## src/hw/rtl/j2g_pkg.sv

```systemverilog
// Shared widths, constants and payload types of the J2 gravity acceleration block.
package j2g_pkg;

  localparam int POS_W  = 48;
  localparam int ACC_W  = 48;
  localparam int GM_W   = 49;
  localparam int RE_W   = 24;
  localparam int J2_W   = 32;
  localparam int CFG_W  = 49;
  localparam int CFG_IDX_W = 2;

  localparam logic [CFG_IDX_W-1:0] CFG_GRAV_PARAM = 2'd0;
  localparam logic [CFG_IDX_W-1:0] CFG_REF_RADIUS = 2'd1;
  localparam logic [CFG_IDX_W-1:0] CFG_J2_COEFF   = 2'd2;

  localparam logic [GM_W-1:0] GM_RESET = 49'd398600441800000;
  localparam logic [RE_W-1:0] RE_RESET = 24'd6378137;
  localparam logic [J2_W-1:0] J2_RESET = 32'd1190362000;

  // Bits of the multiplier operand consumed by one pipeline stage.
  localparam int DIGIT_W = 4;

  localparam int MAG_W   = 48;
  localparam int SQ_W    = 2 * MAG_W;
  localparam int R2_W    = 96;
  localparam int Z5_W    = 97;
  localparam int ROOT_W  = 64;
  localparam int ROOT_SHIFT = 2 * ROOT_W - R2_W;
  localparam int KS_W    = 49;
  localparam int K_W     = 129;
  localparam int R2SQ_W  = 192;
  localparam int R2C_W   = 288;
  localparam int DEN_W   = 352;
  localparam int CR_W    = 206;
  localparam int C_SHIFT = 54;
  localparam int KR_W    = 225;
  localparam int P_W     = 226;
  localparam int M_W     = 261;
  localparam int G_W     = 310;
  localparam int NUM_W   = 358;
  localparam int QUO_W   = 48;
  localparam int MB_WIDE = 100;
  localparam int MB_MID  = 64;

  // 3 * 2^7 * 10^12 folds the J2 scale, the factor 1.5 and the mm to m conversion.
  localparam logic [KS_W-1:0] K_SCALE = 49'd384000000000000;
  // 10^6 * 2^48 is 15625 * 2^54.
  localparam logic [13:0] C_MANT = 14'd15625;
  localparam logic [R2_W-1:0] R2_LIMIT = 96'd1000000;

  localparam logic [QUO_W-1:0] POS_LIM = 48'h7FFF_FFFF_FFFF;
  localparam logic [QUO_W-1:0] NEG_LIM = 48'h8000_0000_0000;

  typedef struct packed {
    logic signed [POS_W-1:0] position_x;
    logic signed [POS_W-1:0] position_y;
    logic signed [POS_W-1:0] position_z;
  } position_t;

  typedef struct packed {
    logic signed [ACC_W-1:0] accel_x;
    logic signed [ACC_W-1:0] accel_y;
    logic signed [ACC_W-1:0] accel_z;
    logic                    saturated;
  } accel_t;

endpackage

```

## src/hw/rtl/j2g_mul.sv

```systemverilog
// Pipelined shift-add multiplier, one operand digit per stage, with a sideband that travels along.
module j2g_mul
  import j2g_pkg::*;
#(
  parameter int WA = 8,
  parameter int WB = 8,
  parameter int WS = 1
) (
  input  logic             clk,
  input  logic             rst,
  input  logic             vld,
  input  logic [WA-1:0]    a,
  input  logic [WB-1:0]    b,
  input  logic [WS-1:0]    side,
  output logic             vld_o,
  output logic [WA+WB-1:0] p,
  output logic [WS-1:0]    side_o
);

  localparam int ND  = (WB + DIGIT_W - 1) / DIGIT_W;
  localparam int WBP = ND * DIGIT_W;
  localparam int WP  = WA + WB;

  logic [ND-1:0]  v;
  logic [WP-1:0]  acc [ND];
  logic [WA-1:0]  ar  [ND];
  logic [WBP-1:0] br  [ND];
  logic [WS-1:0]  sr  [ND];

  function automatic logic [WA+DIGIT_W-1:0] part(input logic [WA-1:0] x,
                                                 input logic [DIGIT_W-1:0] d);
    logic [WA+DIGIT_W-1:0] s;
    s = '0;
    for (int i = 0; i < DIGIT_W; i++) begin
      if (d[i]) s = s + ((WA + DIGIT_W)'(x) << i);
    end
    return s;
  endfunction

  always_ff @(posedge clk) begin
    if (rst) begin
      v <= '0;
    end else begin
      v <= (v << 1) | ND'(vld);
    end
  end

  always_ff @(posedge clk) begin
    acc[0] <= WP'(part(a, b[DIGIT_W-1:0]));
    ar[0]  <= a;
    br[0]  <= WBP'(b);
    sr[0]  <= side;
    for (int k = 1; k < ND; k++) begin
      acc[k] <= acc[k-1] +
                (WP'(part(ar[k-1], br[k-1][k*DIGIT_W +: DIGIT_W])) << (k * DIGIT_W));
      ar[k]  <= ar[k-1];
      br[k]  <= br[k-1];
      sr[k]  <= sr[k-1];
    end
  end

  assign vld_o  = v[ND-1];
  assign p      = acc[ND-1];
  assign side_o = sr[ND-1];

endmodule

```

## config.mk

```make
export PLATFORM = sky130hd
export DESIGN_NAME = j2g_mul
export DESIGN_NICKNAME = d
export VERILOG_FILES = /design/src/hw/rtl/j2g_pkg.sv /design/src/hw/rtl/j2g_mul.sv
export SDC_FILE = /design/constraint.sdc
export NUM_CORES = 1
export LEC_CHECK = 0
export ABC_AREA = 1
export BUFFER_PORTS_ARGS = -buffer_cell sky130_fd_sc_hd__buf_2
export CORE_MARGIN = 2
export CORE_UTILIZATION = 50
export DETAILED_ROUTE_END_ITERATION = 10
export PLACE_DENSITY = 0.81
export REMOVE_ABC_BUFFERS = 1
export SLEW_MARGIN = 25
export SYNTH_ARGS = -nofsm -noshare
export SYNTH_HDL_FRONTEND = slang
export SYNTH_SLANG_ARGS = --single-unit
```

## constraint.sdc

```tcl
create_clock -name clk -period 4.9 [get_ports clk]
set_input_delay 0.49 -clock clk [delete_from_list [all_inputs] [get_ports clk]]
set_output_delay 0.49 -clock clk [all_outputs]
set_load 0.1 [all_outputs]
```

Word-level counts from Yosys, hierarchy flattened:

Memories as Yosys holds them, arrays and structs flattened.
Cells that the tools add are included.

* add/sub/neg operators: 7
* multipliers: 0
* div/mod/pow operators: 0
* $lt $le $gt $ge: 0
* equal/unequal tests: 0
* shift-type cells: 0
* muxes and demuxes: 8
* bitwise logic cells: 1
* reduce and logical (&&, ||, !) cells: 0

Operator list (number)
* 12-bit two-way mux: 6
* 12-bit by 10-bit adder with 12-bit output: 2
* 12-bit by 11-bit adder with 12-bit output: 2
* 8-bit by 9-bit adder with 10-bit output: 2
* 16-bit adder: 1
* 8-bit two-way mux: 2
* 2-bit by 1-bit OR with 2-bit output: 1

* bits in registers: 2
* latch bits: 0
* RAM bits: 66
* bits in read-only memories: 0
* input port bits: 20
* logic and storage cells: 21
* memories: 4

Memories
* acc: depth 2, bits a word 16, read ports 2, clocked after memory_dff 0, wr ports 2, RTL line j2g_mul.sv:25 `logic [WP-1:0] acc [ND];`
* ar: depth 2, bits a word 8, read ports 1, clocked after memory_dff 0, wr ports 2, RTL line j2g_mul.sv:26 `logic [WA-1:0] ar [ND];`
* br: depth 2, bits a word 8, read ports 1, clocked after memory_dff 0, wr ports 2, RTL line j2g_mul.sv:27 `logic [WBP-1:0] br [ND];`
* sr: depth 2, bits a word 1, read ports 2, clocked after memory_dff 0, wr ports 2, RTL line j2g_mul.sv:28 `logic [WS-1:0] sr [ND];`

Logic depth before layout (Yosys ltp):

Gate-level depths: netlist of run 1.
An unclocked memory read counts as a cell.

* word-level depth: 9
* mapped depth: 32

Worst setup path after synthesis of run 1:

No wires, ideal clock.

* kind: register to register
* start point: memory br[0][4] in the netlist's numbering
* end point: memory acc[0][31] in the netlist's numbering
* setup time: 113 ps
* arrival: 4070 ps
* data required time: 4787 ps
* path slack: 717 ps
* stages on the path, launching flop included: 28
* buffers on the path: 1
* clock period less this slack: 4183 ps
* cell sequence: dfxtp_1 > buf_6 > nand2_1 > inv_1 > ha_1 > fa_1 > xor2_1 > o21ai_1 > ha_1 > nand3_1 > nand2_1 > xnor2_1 > o21ai_1 > ha_1 > a21oi_1 > nand2_1 > xnor2_1 > o21ai_1 > ha_1 > nand2_1 > a21oi_1 > a211oi_1 > nand2_1 > a21o_1 > nand3_1 > nor2_2 > nand3_1 > nand2_1

RTL lines (RTL line)
* start: declaration: j2g_mul.sv:27
* end: declaration: j2g_mul.sv:25

==> results of run 1 <==
repair_timing:
| action | in CTS | in global routing |
|---|---|---|
| setup endpoints to repair | 0 | 5 |
| resized for setup | 0 | 9 |
| setup buffers | 0 | 8 |
| hold endpoints to repair | 0 | 0 |
state kept, by name, summed over array words and instances, names as in the netlist:
| signal | cells |
|---|---|
| acc | 28 |
| ar | 8 |
| br | 4 |
| sr | 2 |
| v | 2 |
cell type report:
cell class | count | share of cell area
Clock inverter | 2 | 0.00893
Clock buffer | 6 | 0.0190
Inverter | 83 | 0.0717
Sequential cell | 44 | 0.205
Multi-Input combinational cell | 408 | 0.610
Tap cell | 102 | 0.0294
Timing Repair Buffer | 45 | 0.0564
per-layer routing:
layer  GRT usage  vias to the layer above  routed length [um]
li1            -                     1857                   -
met1       0.253                     1617                3840
met2       0.370                       60                4340
met3      0.0314                       15                 354
met4      0.0846                        0                 176
met5           0                        -                   0
worst max-delay path: stages, from the launching register on:
cell	delay (ns)
dfxtp_2	0.43
nand2_1	0.09
inv_1	0.07
ha_1	0.18
fa_1	0.41
nand2_1	0.06
o21ai_0	0.11
ha_1	0.25
fa_1	0.42
xnor2_1	0.17
o21ai_2	0.18
inv_1	0.08
fa_1	0.43
xor2_1	0.24
o21ai_1	0.13
ha_1	0.35
nand2_1	0.10
a21oi_1	0.05
a211oi_2	0.15
nand2_1	0.11
a21o_1	0.18
nand3_1	0.13
nor2_2	0.05
nand3_1	0.06
nand2_1	0.05
cells by family (layout without fill, tap and decap cells):
group,Yosys count,count (layout),synth area share
AOI/OAI and AO/OA,95,95,0.130
xor gates and xnor gates,31,31,0.0680
adders and majority gates,62,62,0.208
buffers and inverters,107,136,0.119
DFF,44,44,0.221
muxes,1,1,0.00251
and+or+nand+nor,219,219,0.252
cells in the final DEF, fill, tap and decap left out, types with 2 or more instances in the layout:
cell and instances:
nand2_1 133, inv_1 80, ha_1 55, a21oi_1 41, dfxtp_1 41, buf_2 37
nand3_1 31, xor2_1 23, o21ai_1 21, nor2_1 15, o21ai_0 15, nand2_2 11
nand4_1 9, xnor2_1 8, buf_4 8, o21ai_2 7, fa_1 7, clkbuf_8 6
nand3_2 5, o21bai_1 4, nand2_4 3, inv_2 3, nand3b_1 3, a31oi_1 2
or2_1 2, nor2_2 2, dfxtp_4 2
final timing paths:
| path | from | to | slack [ns] | depth (start not counted) |
|---|---|---|---|---|
| max | ar[0][1] | acc[0][31] | 0.32 | 24 |
| min | b[4] | br[0][4] | 0.28 | 1 |
| max reg2reg | ar[0][1] | acc[0][31] | 0.32 | 24 |
| min reg2reg | acc[0][0] | acc[0][16] | 0.33 | 0 |
power breakdown:
part / internal (mW) / total, mW / switching, mW
sequential: 0.438 / 0.471 / 0.0325
combinational: 0.304 / 1.07 / 0.765
clock: 0.167 / 0.296 / 0.129
==> out/metrics.cfg, run 1 <==
[detailed_routing]
drc = 0
drt_iter0_drc = 177
ant_nets = 0
totalWireLength_mm = 8.71
drt_pass1_iterations = 4
vias = 3549
wire_per_inst_um = 12.6
drt-vias-per-instance = 5.14

[global_routing]
grt_pass1_wl_mm = 15.0
antenna_found_initial = 0
grt_pass1_vias = 3559
track_usage = 0.209
grt_max_degree = 15
grt-ovfl-total = 0

[setup_path]
critical_path.startpoint_type = register
cp-end-kind = register
crit_required_ns = 5.11
worst-setup-path-type = register to register
cp_max_fo = 7
arrival_ns = 4.79

[cts]
cts_tree = built
cts_hold_buf = 0
cts_buffer_depth = 2
htreeDepth = 2
worstSkewPairLatency_ns = 0.30
numCtsBuffers = 5
cts_sinks = 44
clkTransAtPathRegs_ns = 0.09
cts-root-buf = clkbuf_8

[floorplanning]
start_util = 0.516
die_y_um = 93.3
core_area_sq_mm = 0.00773
pin_count = 38
rows = 32
dieArea_sq_mm = 0.00871
fp.dieW_um = 93.3

[sta]
skew_ns = 0.00505
tns_ns = 0
tightest_slew_ns = 0.518
min_period_over_period = 0.934
timing.hold.ws_ns = 0.281
setup_ws_ns = 0.322
relSlewSlack = 0.651
hold_viol = 0
max_freq_mhz = 218
period_minus_slack_ns = 4.58
final-max-slew-violation-count = 0
finalSetupViolCount = 0

[cells_and_area]
nets = 669
ff_latch_area_sq_um = 890
design_area_sq_mm = 0.00435
syn_to_final_growth_pct = 8.91
fin_cells = 690
multi_input_area_sq_mm = 0.00265
fillers = 738
drive_above_1_share = 0.155
fin_util = 0.562
antennaDiodeCount = 0

[synthesis]
yosys.area.top_type = dfxtp_1
yosys_warnings = 0
syn_inst = 559
ys_top_cells_by_area = dfxtp_1 22%, ha_1 17%, nand2_1 13%
ys_ff_latch = 44
synth_area_per_cell_sq_um = 7.14
ys_types = 38
yosysTopAreaCellShare = 0.221
async_flop_share = 0
synth-main-ff-cell = dfxtp_1
syn-cell-area_sq_mm = 0.00399
synth_edf_count = 0
ys_top_cells_by_count = 133 x nand2_1, 80 x inv_1, 55 x ha_1, 44 x dfxtp_1, 41 x a21oi_1
yosys.cell_count.top_type = nand2_1
yosysSeqAreaShare = 0.221

[power_and_ir_drop]
ir_drop_mv = 0.196
power-per-cell-area_mw_per_mm2 = 422
p_leak_nw = 2.41
p_total_mw = 1.84

[placement]
portBuffers = 37
placed_cell_area_sq_mm = 0.00414
place_hpwl_mm = 6.69
finalWeightedCongestion = 0.929
placedCellCount = 674
post-place-ws_ns = 0.163

[run]
maxCapViolations = 0

[hold_path]
holdCritPathClass = input port to register

[outcome]
outcome = finished clean

(Power assumes the default switching activity.)
==> run 2, diff against run 1 <==
--- a/config.mk
+++ b/config.mk
@@ -10,6 +10,7 @@
 export CORE_MARGIN = 2
 export CORE_UTILIZATION = 50
 export DETAILED_ROUTE_END_ITERATION = 10
+export GPL_TIMING_DRIVEN = 0
 export PLACE_DENSITY = 0.81
 export REMOVE_ABC_BUFFERS = 1
 export SLEW_MARGIN = 25
==> run 2 against run 1 <==
Effect of this change:
- sequential cell count stayed put
- setup slack better by 0.029 ns
- critical path depth is 2 higher
- maximum frequency is 0.65% higher
- critical path type unchanged
==> out/metrics.cfg, run 2 (synthesized netlist as in run 1, its figures left out) <==
[floorplanning]
fp.dieW_um = 93.3  ; unchanged
start_util = 0.516  ; unchanged
die_y_um = 93.3  ; unchanged
dieArea_sq_mm = 0.00871  ; unchanged
core_area_sq_mm = 0.00773  ; unchanged
pin_count = 38  ; unchanged
rows = 32  ; unchanged

[sta]
finalSetupViolCount = 0  ; unchanged
skew_ns = 0.00363  ; was 0.00505 ns
hold_viol = 0  ; unchanged
final-max-slew-violation-count = 0  ; unchanged
relSlewSlack = 0.646  ; was 0.651
min_period_over_period = 0.928  ; was 0.934
max_freq_mhz = 220  ; was 218 MHz
tightest_slew_ns = 0.530  ; was 0.518 ns
period_minus_slack_ns = 4.55  ; was 4.58 ns

[cells_and_area]
final_common_cell = nand2_1  ; unchanged
final_cell_mix = 132 x nand2_1, 80 x inv_1, 54 x ha_1  ; was 133 x nand2_1, 80 x inv_1, 55 x ha_1
nets = 670  ; was 669
antennaDiodeCount = 0  ; unchanged
largest_reg_flops = 28  ; unchanged
fin_cells = 691  ; was 690
top_regs = acc: 28 flops, ar: 8 flops, br: 4 flops  ; unchanged
drive_above_1_share = 0.163  ; was 0.155
fillers = 726  ; was 738
top_register = acc  ; unchanged
fin_util = 0.564  ; was 0.562
syn_to_final_growth_pct = 9.22  ; was 8.91%

[global_routing]
grt_pass1_wl_mm = 15.0  ; about the same
grt_max_degree = 15  ; unchanged
track_usage = 0.214  ; was 0.209
antenna_found_initial = 0  ; unchanged
grt-ovfl-total = 0  ; unchanged
grt_pass1_vias = 3411  ; was 3559

[detailed_routing]
drt_iter0_drc = 120  ; was 177
totalWireLength_mm = 8.63  ; was 8.71 mm
wire_per_inst_um = 12.5  ; was 12.6 um
ant_nets = 0  ; unchanged
drt_pass1_iterations = 5  ; was 4
drt-vias-per-instance = 5.17  ; was 5.14
vias = 3574  ; was 3549
drc = 0  ; unchanged

[placement]
place_hpwl_mm = 6.71  ; was 6.69 mm
portBuffers = 37  ; unchanged
placedCellCount = 674  ; unchanged
finalWeightedCongestion = 0.868  ; was 0.929

[power_and_ir_drop]
p_seq_frac = 0.263  ; was 0.256
p_switching_uw = 929  ; was 926 uW
power-per-cell-area_mw_per_mm2 = 410  ; was 422 mW/mm^2
comb_power_share = 0.598  ; was 0.583
p_clk_frac = 0.139  ; was 0.161
swShare = 0.520  ; was 0.505
p_leak_nw = 2.40  ; was 2.41 nW
ir_drop_mv = 0.190  ; was 0.196 mV
p_int_uw = 858  ; was 909 uW

[cts]
cts_hold_buf = 0  ; unchanged
htreeDepth = 2  ; unchanged
clkTransAtPathRegs_ns = 0.09  ; about the same
cts_buffer_depth = 2  ; unchanged
numCtsBuffers = 5  ; unchanged
worstSkewPairLatency_ns = 0.31  ; was 0.30 ns
cts_tree = built  ; unchanged
cts_sinks = 44  ; unchanged
cts-root-buf = clkbuf_8  ; unchanged

[setup_path]
crit_required_ns = 5.11  ; about the same
arrival_ns = 4.76  ; was 4.79 ns
reg2reg_slack_ns = 0.35  ; was 0.32 ns
cp-end-kind = register  ; unchanged
cp_max_fo = 7  ; unchanged
critical_path.startpoint_type = register  ; unchanged
worst-setup-path-type = register to register  ; unchanged

[outcome]
outcome = finished clean  ; unchanged

[run]
maxCapViolations = 0  ; unchanged

[hold_path]
holdCritPathClass = input port to register  ; unchanged

-- run 2: worst max-delay path, stage by stage (launching register included) --
cell,delay (ns)
dfxtp_4,0.39
nand2_1,0.08
inv_1,0.04
ha_1,0.20
fa_1,0.43
nand4_2,0.14
nand2_2,0.07
nand2_2,0.08
nand3_1,0.07
o21ai_1,0.17
ha_1,0.32
a21oi_1,0.15
nand2_1,0.13
xor2_1,0.20
o21ai_2,0.08
ha_1,0.36
xnor2_1,0.19
o21ai_1,0.10
ha_1,0.37
buf_4,0.16
a211oi_2,0.17
nand2_1,0.11
a21o_1,0.19
nand3_1,0.13
nor2_2,0.04
nand3_1,0.06
nand2_1,0.05
-- run 2: cell type report --
| cell class | count | area [sq um] | area share |
|---|---|---|---|
| Clock inverter | 2 | 15.0 | 0.00345 |
| Timing Repair Buffer | 46 | 253 | 0.0580 |
| Clock buffer | 6 | 82.6 | 0.0189 |
| Multi-Input combinational cell | 408 | 2680 | 0.614 |
| Sequential cell | 44 | 892 | 0.205 |
| Tap cell | 102 | 128 | 0.0293 |
| Inverter | 83 | 312 | 0.0715 |
-- run 2: worst paths after layout --
check	to	cells after the start	startpoint
worst min-delay path	sr[0][0]	1	side
worst min register to register	acc[0][19]	0	acc[0][3]
worst max register to register	acc[0][31]	26	ar[0][1]
worst max-delay path	acc[0][31]	26	ar[0][1]
-- run 2: stage by stage --
stage / hold WS, ns / TNS [ns] / area, sq um / total power [mW] / setup slack (ns)
2_1_floorplan: 0.310 / 0 / 3830 / 1.33 / 0.672
3_3_place_gp: 0.310 / 0 / 4140 / 1.48 / 0.261
3_5_place_dp: 0.314 / 0 / 4140 / 1.50 / 0.134
4_1_cts: 0.268 / 0 / 4240 / 1.75 / 0.112
5_1_grt: 0.267 / -0.0803 / 4360 / 1.92 / -0.0773
6_report: 0.278 / 0 / 4360 / 1.79 / 0.351
-- run 2: routing by layer --
layer / track usage / share of wire / vias to the layer above
met5: 0 / 0 / -
met4: 0.0760 / 0.019 / 0
met3: 0.0355 / 0.043 / 16
met2: 0.372 / 0.49 / 81
met1: 0.267 / 0.45 / 1612
li1: - / - / 1865
-- run 2: power groups by stage --
| stage | registers (mW) | clock network (mW) | logic, mW |
|---|---|---|---|
| 6_report | 0.469 | 0.249 | 1.07 |
| 5_1_grt | 0.479 | 0.266 | 1.18 |
| 3_5_place_dp | 0.480 | 0 | 1.02 |
| 4_1_cts | 0.472 | 0.255 | 1.03 |
| 3_3_place_gp | 0.478 | 0 | 0.998 |
| 2_1_floorplan | 0.839 | 0 | 0.492 |
-- run 2: what timing repair did --
item	in CTS	in global routing
gates resized for setup	0	14
endpoints found under the setup margin	0	5
hold endpoints to repair	0	0
setup buffers	0	9
