===== config.mk =====
export PLATFORM = sky130hd
export DESIGN_NAME = j2g_div
export DESIGN_NICKNAME = d
export VERILOG_FILES = /design/src/hw/rtl/j2g_div.sv
export SDC_FILE = /design/constraint.sdc
export NUM_CORES = 1
export LEC_CHECK = 0
export BUFFER_PORTS_ARGS = -buffer_cell sky130_fd_sc_hd__buf_4
export CAP_MARGIN = 5
export CORE_ASPECT_RATIO = 0.6
export CORE_MARGIN = 2
export CORE_UTILIZATION = 61
export CTS_CLUSTER_SIZE = 25
export DETAILED_ROUTE_END_ITERATION = 8
export PLACE_DENSITY = 0.9
export SLEW_MARGIN = 15
export SYNTH_ARGS = -nofsm -noshare
export SYNTH_HDL_FRONTEND = slang
export SYNTH_SLANG_ARGS = --single-unit

===== constraint.sdc =====
create_clock -name clk -period 3.65 [get_ports clk]
set_input_delay 0 -clock clk [delete_from_list [all_inputs] [get_ports clk]]
set_output_delay 0 -clock clk [all_outputs]
set_load 0.03 [all_outputs]

===== src/hw/rtl/j2g_div.sv =====
// Pipelined restoring divider, one quotient bit per stage, with an overflow flag.
module j2g_div #(
  parameter int WN = 16,
  parameter int WD = 8,
  parameter int WQ = 8,
  parameter int WS = 1
) (
  input  logic          clk,
  input  logic          rst,
  input  logic          vld,
  input  logic [WN-1:0] num,
  input  logic [WD-1:0] den,
  input  logic [WS-1:0] side,
  output logic          vld_o,
  output logic [WQ-1:0] quot,
  output logic          big,
  output logic [WS-1:0] side_o
);

  localparam int NS = WQ + 1;

  logic [NS-1:0] v;
  logic [WN-1:0] rem [NS];
  logic [WN-1:0] dr  [NS];
  logic [WQ-1:0] q   [NS];
  logic          bg  [NS];
  logic [WS-1:0] sr  [NS];
  logic [WN-1:0] den_ext;

  assign den_ext = WN'(den);

  always_ff @(posedge clk) begin
    if (rst) begin
      v <= '0;
    end else begin
      v <= (v << 1) | NS'(vld);
    end
  end

  // The first stage only decides whether the quotient reaches 2^WQ.
  always_ff @(posedge clk) begin
    rem[0] <= num;
    dr[0]  <= den_ext;
    q[0]   <= '0;
    bg[0]  <= (num >> WQ) >= den_ext;
    sr[0]  <= side;
    for (int j = 1; j < NS; j++) begin
      if ((rem[j-1] >> (WQ - j)) >= dr[j-1]) begin
        rem[j] <= rem[j-1] - (dr[j-1] << (WQ - j));
        q[j]   <= q[j-1] | (WQ'(1) << (WQ - j));
      end else begin
        rem[j] <= rem[j-1];
        q[j]   <= q[j-1];
      end
      dr[j] <= dr[j-1];
      bg[j] <= bg[j-1];
      sr[j] <= sr[j-1];
    end
  end

  assign vld_o  = v[NS-1];
  assign quot   = q[NS-1];
  assign big    = bg[NS-1];
  assign side_o = sr[NS-1];

endmodule

==> Yosys cells after proc, flatten, opt, wreduce, memory -nomap -nowiden <==
Memory sizes are Yosys's and may differ from the RTL's.
Cells that the tools add are included.
{ "word_totals": {"register_bits": 9, "mem_bits_rw": 378, "mem_count": 5} }
{ "mem_list": {"columns": ["memory", "words", "word_bits", "read_ports", "rd_ports_with_merged_regs", "wr", "line_no", "source"], "rows": [
  ["dr", 9, 16, 8, 0, 9, "24", "logic [WN-1:0] dr [NS];"],
  ["rem", 9, 16, 8, 0, 9, "23", "logic [WN-1:0] rem [NS];"],
  ["q", 9, 8, 9, 0, 9, "25", "logic [WQ-1:0] q [NS];"],
  ["bg", 9, 1, 9, 0, 9, "26", "logic bg [NS];"],
  ["sr", 9, 1, 9, 0, 9, "27", "logic [WS-1:0] sr [NS];"]
]} }
{ "classes": {"addsub": 8, "order_cmp": 9, "n_mux": 40, "bitwise": 17} }
{ "op_table": {"columns": ["cell", "count"], "rows": [
  ["16-bit 2-to-1 mux", 8],
  ["16-bit subtractor", 8],
  ["8-bit 2-to-1 mux", 8],
  ["1-bit 2-to-1 mux", 24],
  ["10-bit by 16-bit greater-or-equal comparator with 1-bit output", 1],
  ["11-bit by 16-bit greater-or-equal comparator with 1-bit output", 1],
  ["12-bit by 16-bit greater-or-equal comparator with 1-bit output", 1],
  ["13-bit by 16-bit greater-or-equal comparator with 1-bit output", 1],
  ["14-bit by 16-bit greater-or-equal comparator with 1-bit output", 1],
  ["15-bit by 16-bit greater-or-equal comparator with 1-bit output", 1],
  ["16-bit greater-or-equal comparator", 1],
  ["9-bit by 16-bit greater-or-equal comparator with 1-bit output", 1],
  ["1-bit bitwise OR", 16],
  ["9-bit by 1-bit bitwise OR with 9-bit output", 1],
  ["8-bit greater-or-equal comparator", 1]
]} }

==> Depth between registers and ports, before layout <==
Gate-level depths: netlist of run 1.
An unclocked memory read counts as a cell.
{ "logic_depth": {"depth_word": 5, "mapped_depth": 15, "ltp_nobuf": 15} }

==> Least setup slack after synthesis of run 1 <==
No wires, ideal clock.
{ "synth_timing": {"path_kind": "reg2reg", "start": "memory rem[0][7]", "end": "memory rem[1][13]", "setup_ps": 132, "t_arrival_ps": 2391, "required_ps": 3518, "path_slack_ps": 1127, "path_stages_with_launch": 16, "synth_period_minus_slack_ps": 2523, "cell_sequence": "dfxtp_1 > inv_1 > ha_1 > inv_1 > fa_1 > a21o_1 > a21oi_1 > nand2b_1 > a21oi_1 > a21o_1 > a21oi_1 > ha_1 > o31ai_1 > clkbuf_1 > nor2_1 > a21oi_1"} }
{ "synth_rtl": {"columns": ["item", "line_no"], "rows": [
  ["start: declaration", "23"]
]} }

==> results.yml, run 1 <==
synth:
  synth_compound_area_frac: 0.113
  synth_nets: 994
  seq_area_frac_synth: 0.546
  async_flop_share: 0
  synth_warnings: 0
  synthFlopType: "dfxtp_1"
  synthesis.area_mm2: 0.00935
  synthAdderAreaFrac: 0.113
  synthXorXnorAreaFrac: 0.0478
  syn_area_per_cell_um2: 10.6
  synth_mux_area_frac: 0.0301
  synth_top_family_by_area: "compound AO/OA/AOI/OAI gates"
  synth_cell_types: 50
  syn_inst: 886
  synth_edf_count: 0
  synth-simple-area-share: 0.110
  synth-seq-cells: 255
min_path:
  hold_class: "primary input to flip-flop"
floorplanning:
  core_mm2: 0.0147
  die_area_mm2: 0.0164
  die_h_um: 99.9
  rows: 34
  start_util: 0.635
  die_w_um: 164
  io_pins: 39
sta:
  setup_tns_ns: 0
  hold_viol_final: 0
  finalWorstPathRequiredPeriod_ns: 2.98
  tightest_slew_ns: 0.619
  clock_skew_ns: 0.0152
  whs_ns: 0.145
  fin_crit_sh: 0.816
  fin_ws_ns: 0.670
  setup_viol: 0
  rsz0062_at_grt: "false"
  fmax_ghz: 0.336
  relSlewSlack: 0.587
  slew_violations: 0
global_routing:
  grt_pass1_wl_mm: 31.9
  grt_pass1_vias: 6598
  antenna_found_initial: 0
  grt_max_degree: 19
  grt.overflow.total: 0
  grtUsageTotal: 0.244
cts:
  cts_buffers: 23
  postCtsSetupRepairBufs: 0
  cts.sinks: 255
  cts_tree: "yes"
  h-tree-depth: 1
  cts_max_path_buffers: 3
  clkTransAtPathRegs_ns: 0.07
  cts-root-buf: "clkbuf_16"
  holdBufCountCts: 28
  insertion_delay_ns: 0.50
  postCtsResizedCells: 0
placed_design:
  place_inst: 1116
  place_congestion: 0.934
  hpwl_mm: 12.9
  pre_cts_ws_ns: 0.824
  io_buffer_count: 38
final_layout:
  final_cells: 1185
  num-fill-cells: 932
  layout-drive-gt1-share: 0.111
  fin_util: 0.745
  most-common-layout-cells: "dfxtp_1, inv_1, ha_1"
  final_common_cell: "dfxtp_1"
  area_growth_pct: 17.3
  n_antenna_cell: 0
  final_nets: 1079
pwr:
  leakage_nw: 4.96
  max-vdd-ir-drop_mv: 0.504
  p_per_area_mw_per_mm2: 846
drt:
  vias: 6577
  routed_wl_mm: 19.3
  routedWlPerCell_um: 16.3
  first_pass_iters: 5
  drtIter0Drc: 654
  antenna_left: 0
  vias_per_cell: 5.55
  drcViolationCount: 0
worst_setup_path:
  critPathMaxFanout: 15
  start_kind: "flip-flop"
  crit_type: "flip-flop to flip-flop"
  cp.arrival_ns: 3.37
  crit_required_ns: 4.04
  crit_path_end_kind: "flip-flop"
outcome:
  outcome: "finished, final reports clean"
run:
  cap_violations: 0
-- Yosys cell counts, drive strengths merged, types with 3 or more instances --
master | count | share of area
a211oi | 9 | 0.0072
a21o | 16 | 0.013
a21oi | 61 | 0.033
a31oi | 3 | 0.0020
buf | 4 | 0.0021
clkbuf | 6 | 0.0024
dfxtp | 255 | 0.55
fa | 7 | 0.015
ha | 73 | 0.098
inv | 90 | 0.036
mux2 | 24 | 0.030
nand2 | 31 | 0.012
nand2b | 17 | 0.011
nand3 | 13 | 0.0070
nand4 | 10 | 0.0067
nor2 | 64 | 0.026
nor2b | 24 | 0.016
nor3 | 13 | 0.0070
nor3b | 3 | 0.0029
nor4 | 4 | 0.0027
o211ai | 4 | 0.0032
o21a | 12 | 0.0096
o21ai | 44 | 0.024
o21bai | 7 | 0.0056
o31a | 5 | 0.0047
o31ai | 3 | 0.0024
or3 | 9 | 0.0060
or4 | 4 | 0.0032
xnor2 | 31 | 0.029
xor2 | 20 | 0.019
-- worst paths after layout --
check / slack [ns] / start / endpoint / cells past startpoint
max: 0.67 / rem[1][6]$_DFF_P_ / rem[2][15]$_DFF_P_ / 10
min: 0.15 / num[6] / rem[0][6]$_DFF_P_ / 2
max reg2reg: 0.67 / rem[1][6]$_DFF_P_ / rem[2][15]$_DFF_P_ / 10
min reg2reg: 0.32 / sr[6]$_DFF_P_ / sr[7]$_DFF_P_ / 0
-- cell families after synthesis --
kind of cell,after synthesis
compound gates,173
xor+xnor,51
fa+ha+maj,80
buf+inv,100
flops,255
mux,24
simple gates,203
-- stage by stage --
stage | area, µm² | power [mW]
after detailed placement | 9880 | 6.59
after CTS | 11000 | 9.24
after global routing | 11000 | 9.79
final | 11000 | 9.28
after global placement | 9880 | 6.47
after floorplan | 9350 | 5.92
-- critical path: stages (launching register included) --
cell	delay, ns
dfxtp_1	0.31
inv_1	0.07
ha_1	0.20
inv_1	0.08
fa_1	0.42
a21o_1	0.20
a21oi_1	0.25
o211ai_1	0.17
or3_1	0.66
nor2b_1	0.25
mux2_2	0.26
-- area by class of cell --
| class | count | area, µm² | area share |
|---|---|---|---|
| clock buffer | 28 | 614 | 0.0560 |
| clock inverter | 13 | 194 | 0.0177 |
| inverter | 90 | 338 | 0.0308 |
| multi-input combinational | 531 | 3870 | 0.353 |
| sequential | 255 | 5100 | 0.466 |
| tap | 198 | 248 | 0.0226 |
| timing repair buffer | 70 | 596 | 0.0543 |
-- power breakdown --
group | internal [mW] | switching [mW] | leakage, nW
logic | 1.37 | 1.52 | 2.42
clock network | 1.56 | 1.01 | 0.404
registers | 3.42 | 0.407 | 2.14
-- sequential cells by signal (all words and copies together), names as in the netlist --
name and count:
rem 128, v 9, sr 9, dr 64
q 36, bg 9
-- metal layers --
| metal | up-vias | track usage | routed length [µm] | share of wire |
|---|---|---|---|---|
| met5 | - | 0 | 0 | 0 |
| met3 | 47 | 0.0562 | 1730 | 0.090 |
| met2 | 312 | 0.400 | 8560 | 0.44 |
| met4 | 0 | 0.0574 | 395 | 0.020 |
| li1 | 3173 | - | - | - |
| met1 | 3045 | 0.330 | 8620 | 0.45 |
(Power assumes the default switching activity.)
==> inputs of run 2 (changes only) <==
- clock period: 3.65 -> 3 ns (I/O delays scaled with it)
==> results.yml, run 2 (synthesized netlist as in run 1, its figures left out) <==
global_routing:
  grt_max_degree: 19
  antenna_found_initial: 0
  grt_pass1_vias: 6467
  grt.overflow.total: 0
  grt_pass1_wl_mm: 31.8
  grtUsageTotal: 0.244
sta:
  finalWorstPathRequiredPeriod_ns: 2.87
  setup_viol: 0
  tightest_slew_ns: 0.569
  clock_skew_ns: 0.00994
  hold_viol_final: 0
  slew_violations: 0
  fin_crit_sh: 0.958
  rsz0062_at_grt: "false"
  setup_tns_ns: 0
  relSlewSlack: 0.621
  fmax_ghz: 0.348
worst_setup_path:
  worst-r2r-cell-count: 9
  start_kind: "flip-flop"
  cp.arrival_ns: 3.26
  r2r-start: "dr[0][16]$_DFF_P_"
  cp-endpoint: "rem[2][7]$_DFF_P_"
  critPathMaxFanout: 8
  crit_type: "flip-flop to flip-flop"
  crit_required_ns: 3.39
  reg2reg_to: "rem[2][7]$_DFF_P_"
  cp-startpoint: "dr[0][16]$_DFF_P_"
  crit_path_end_kind: "flip-flop"
  rrSetupSlack_ns: 0.13
final_layout:
  top_register: "rem"
  top_regs: "rem x128, dr x64, q x36"
  area_growth_pct: 17.0
  layout-drive-gt1-share: 0.117
  most-common-layout-cells: "dfxtp_1, inv_1, ha_1"
  final_nets: 1081
  n_antenna_cell: 0
  final_common_cell: "dfxtp_1"
  largest_reg_flops: 128
floorplanning:
  core_mm2: 0.0147
  start_util: 0.635
  rows: 34
  die_h_um: 99.9
  die_area_mm2: 0.0164
  io_pins: 39
  die_w_um: 164
outcome:
  outcome: "finished, final reports clean"
cts:
  cts.sinks: 255
  cts-root-buf: "clkbuf_16"
  cts_tree: "yes"
  h-tree-depth: 1
  clkTransAtPathRegs_ns: 0.07
  cts_max_path_buffers: 3
  insertion_delay_ns: 0.50
  cts_buffers: 23
  postCtsSetupRepairBufs: 0
pwr:
  power.total_mw: 11.1
  max-vdd-ir-drop_mv: 0.598
  p_per_area_mw_per_mm2: 1010
  leakage_nw: 4.93
placed_design:
  hpwl_mm: 12.8
  place_congestion: 0.953
  io_buffer_count: 38
min_path:
  hold_class: "primary input to flip-flop"
  min_from: "num[1]"
drt:
  drcViolationCount: 0
  routed_wl_mm: 19.4
  vias_per_cell: 5.48
  routedWlPerCell_um: 16.4
  drtIter0Drc: 760
  vias: 6496
  antenna_left: 0
  first_pass_iters: 5
run:
  cap_violations: 0
==> run 2: worst min-delay path by stage <==
stage / end / cells past startpoint / slack (ns)
final: rem[0][1]$_DFF_P_ / 2 / 0.13
after global routing: rem[0][1]$_DFF_P_ / 2 / 0.13
after CTS: rem[0][3]$_DFF_P_ / 2 / 0.13
after detailed placement: rem[0][3]$_DFF_P_ / 1 / 0.11
after global placement: rem[0][4]$_DFF_P_ / 1 / 0.10
after floorplan: dr[0][0]$_DFF_P_ / 0 / 0.03
==> run 2: layout make-up <==
type / count / area [µm²]
inverter: 90 / 338
clock inverter: 13 / 139
fill: 969 / 3780
multi-input combinational: 531 / 3890
timing repair buffer: 72 / 611
clock buffer: 26 / 607
tap: 198 / 248
sequential: 255 / 5100
==> run 2: per-layer routing <==
layer	part of all wire	GRT usage	wire length, µm	vias to the layer above
li1	-	-	-	3179
met1	0.46	0.332	8900	3049
met2	0.45	0.410	8810	235
met3	0.070	0.0450	1370	33
met4	0.018	0.0574	344	0
met5	0	0	0	-
==> run 2: timing repair <==
item	in CTS	in global routing
setup endpoints to repair	0	8
hold buffers	28	0
gates resized for setup	0	4
hold endpoints to repair	35	0
==> run 2: where the power goes <==
group	switching, mW	internal (mW)	leakage [nW]
Clock	1.26	1.64	0.366
Combinational	1.84	1.68	2.43
Sequential	0.500	4.16	2.14
==> run 2: metrics by stage <==
step,util,std cells,hold slack [ns],area [µm²],setup WS [ns]
after floorplan,-,886,0.0277,9350,0.477
after global placement,0.672,1118,0.104,9890,0.288
after detailed placement,0.672,1118,0.106,9890,0.151
after CTS,0.742,1185,0.126,10900,0.0834
after global routing,0.743,1185,0.127,10900,0.0164
final,0.743,1185,0.129,10900,0.127
==> run 2: worst max-delay path, stage by stage (launching register included) <==
cell and delay [ns]:
dfxtp_1 0.39, ha_1 0.21, inv_1 0.06, fa_1 0.40
a21o_1 0.19, a21oi_1 0.30, o211ai_1 0.18, or3_1 0.51
buf_4 0.23, mux2_2 0.27
==> inputs of run 3 (changes only) <==
- PLACE_DENSITY: 0.9 -> 0.79
==> results.yml, run 3 (synthesized netlist as in run 1, its figures left out) <==
sta:
  hold_viol_final: 0
  finalWorstPathRequiredPeriod_ns: 2.82
  setup_tns_ns: 0
  setup_viol: 0
  tightest_slew_ns: 0.611
  whs_ns: 0.137
  relSlewSlack: 0.590
  slew_violations: 0
  rsz0062_at_grt: "false"
  clock_skew_ns: 0.0126
  fmax_ghz: 0.354
  fin_crit_sh: 0.941
global_routing:
  grtUsageTotal: 0.221
  grt_pass1_wl_mm: 29.0
  grt_max_degree: 19
  grt.overflow.total: 0
  grt_pass1_vias: 5987
  antenna_found_initial: 0
pwr:
  p_comb_frac: 0.314
  switching_power_mw: 3.42
  swShare: 0.317
  max-vdd-ir-drop_mv: 0.613
  leakage_nw: 4.89
  pwr-share-clk: 0.256
  seqPwrFrac: 0.430
  power.total_mw: 10.8
  p_int_mw: 7.38
  p_per_area_mw_per_mm2: 993
worst_setup_path:
  rrSetupSlack_ns: 0.18
  crit_path_end_kind: "flip-flop"
  path_cells: "ha_1, inv_1, fa_1, a21o_1, a21oi_1, o211ai_1, or3_1, nor2b_1, mux2_2"
  start_kind: "flip-flop"
  cp.arrival_ns: 3.22
  crit_family: "simple AND/OR/NAND/NOR gates"
  cp_slowest_cell: "or3_1"
  cp-startpoint: "dr[0][16]$_DFF_P_"
  crit_type: "flip-flop to flip-flop"
  crit_buf_inv: 1
  critPathMaxStageDelay_ns: 0.61
  critPathMaxFanout: 15
  r2r-start: "dr[0][16]$_DFF_P_"
  crit_required_ns: 3.40
min_path:
  min_from: "num[9]"
  hold_class: "primary input to flip-flop"
cts:
  cts_buffers: 22
  cts_max_path_buffers: 3
  clkTransAtPathRegs_ns: 0.07
  cts.sinks: 255
  cts_tree: "yes"
  insertion_delay_ns: 0.51
  h-tree-depth: 1
  postCtsSetupRepairBufs: 0
  cts-root-buf: "clkbuf_16"
placed_design:
  place_area_mm2: 0.00988
  place_inst: 1117
  place_congestion: 0.870
  io_buffer_count: 38
  hpwl_mm: 12.0
final_layout:
  final_cells: 1183
  top_regs: "rem x128, dr x64, q x36"
  most-common-layout-cells: "dfxtp_1, inv_1, ha_1"
  final_nets: 1079
  area_growth_pct: 16.3
  final_cell_area_mm2: 0.0109
  final_common_cell: "dfxtp_1"
  layout-drive-gt1-share: 0.111
  largest_reg_flops: 128
  num-fill-cells: 1034
  top_register: "rem"
  n_antenna_cell: 0
floorplanning:
  die_w_um: 164
  io_pins: 39
  start_util: 0.635
  die_area_mm2: 0.0164
  rows: 34
  core_mm2: 0.0147
  die_h_um: 99.9
drt:
  antenna_left: 0
  drcViolationCount: 0
  drtIter0Drc: 365
  routed_wl_mm: 17.2
  routedWlPerCell_um: 14.5
  first_pass_iters: 5
  vias: 6163
  vias_per_cell: 5.21
outcome:
  outcome: "finished, final reports clean"
run:
  cap_violations: 0
-- run 3: cell count changes in the layout (fill, tap and decap cells not counted), moves of 2 or more --
cell,delta
clkbuf_1,+4
clkinv_2,-3
clkinv_4,-2
clkinvlp_4,+2
-- run 3: layer usage --
metal | routed length, µm | up-vias | track usage
li1 | - | 3176 | -
met3 | 896 | 26 | 0.0463
met4 | 302 | 0 | 0.0486
met1 | 8920 | 2817 | 0.326
met2 | 7030 | 144 | 0.334
met5 | 0 | - | 0
-- run 3: cell type report --
cell class / instances / area [µm²] / area share
flip-flops and latches: 255 / 5100 / 0.469
multi-input cells: 531 / 3880 / 0.357
repair buffers: 71 / 603 / 0.0554
clock buffers: 28 / 583 / 0.0536
inverters: 90 / 338 / 0.0311
well taps: 198 / 248 / 0.0228
clock inverters: 10 / 121 / 0.0112
-- run 3: path summary, 6_finish.rpt --
path / end / cells past startpoint
hold reg to reg: sr[8]$_DFF_P_ / 0
setup / recovery: rem[2][15]$_DFF_P_ / 9
hold / removal: rem[0][9]$_DFF_P_ / 2
setup reg to reg: rem[2][15]$_DFF_P_ / 9
-- run 3: timing repair --
item | 4_1_cts | 5_1_grt
endpoints found under the setup margin | 0 | 6
gates resized for setup | 0 | 3
hold buffers | 28 | 0
hold endpoints to repair | 35 | 0
-- run 3: per-stage QoR --
step           setup slack [ns]   util
6_report                  0.176  0.739
4_1_cts                   0.150  0.738
5_1_grt                 0.00651  0.739
2_1_floorplan             0.477      -
3_5_place_dp              0.209  0.672
3_3_place_gp              0.273  0.672
-- run 3: power groups by stage --
stage | sequential, mW | combinational (mW) | clock (mW)
global route | 4.73 | 3.83 | 2.97
detailed placement | 4.70 | 3.28 | 0
CTS | 4.64 | 3.36 | 2.81
finish | 4.64 | 3.39 | 2.76
floorplan | 4.56 | 2.65 | 0
global placement | 4.69 | 3.21 | 0
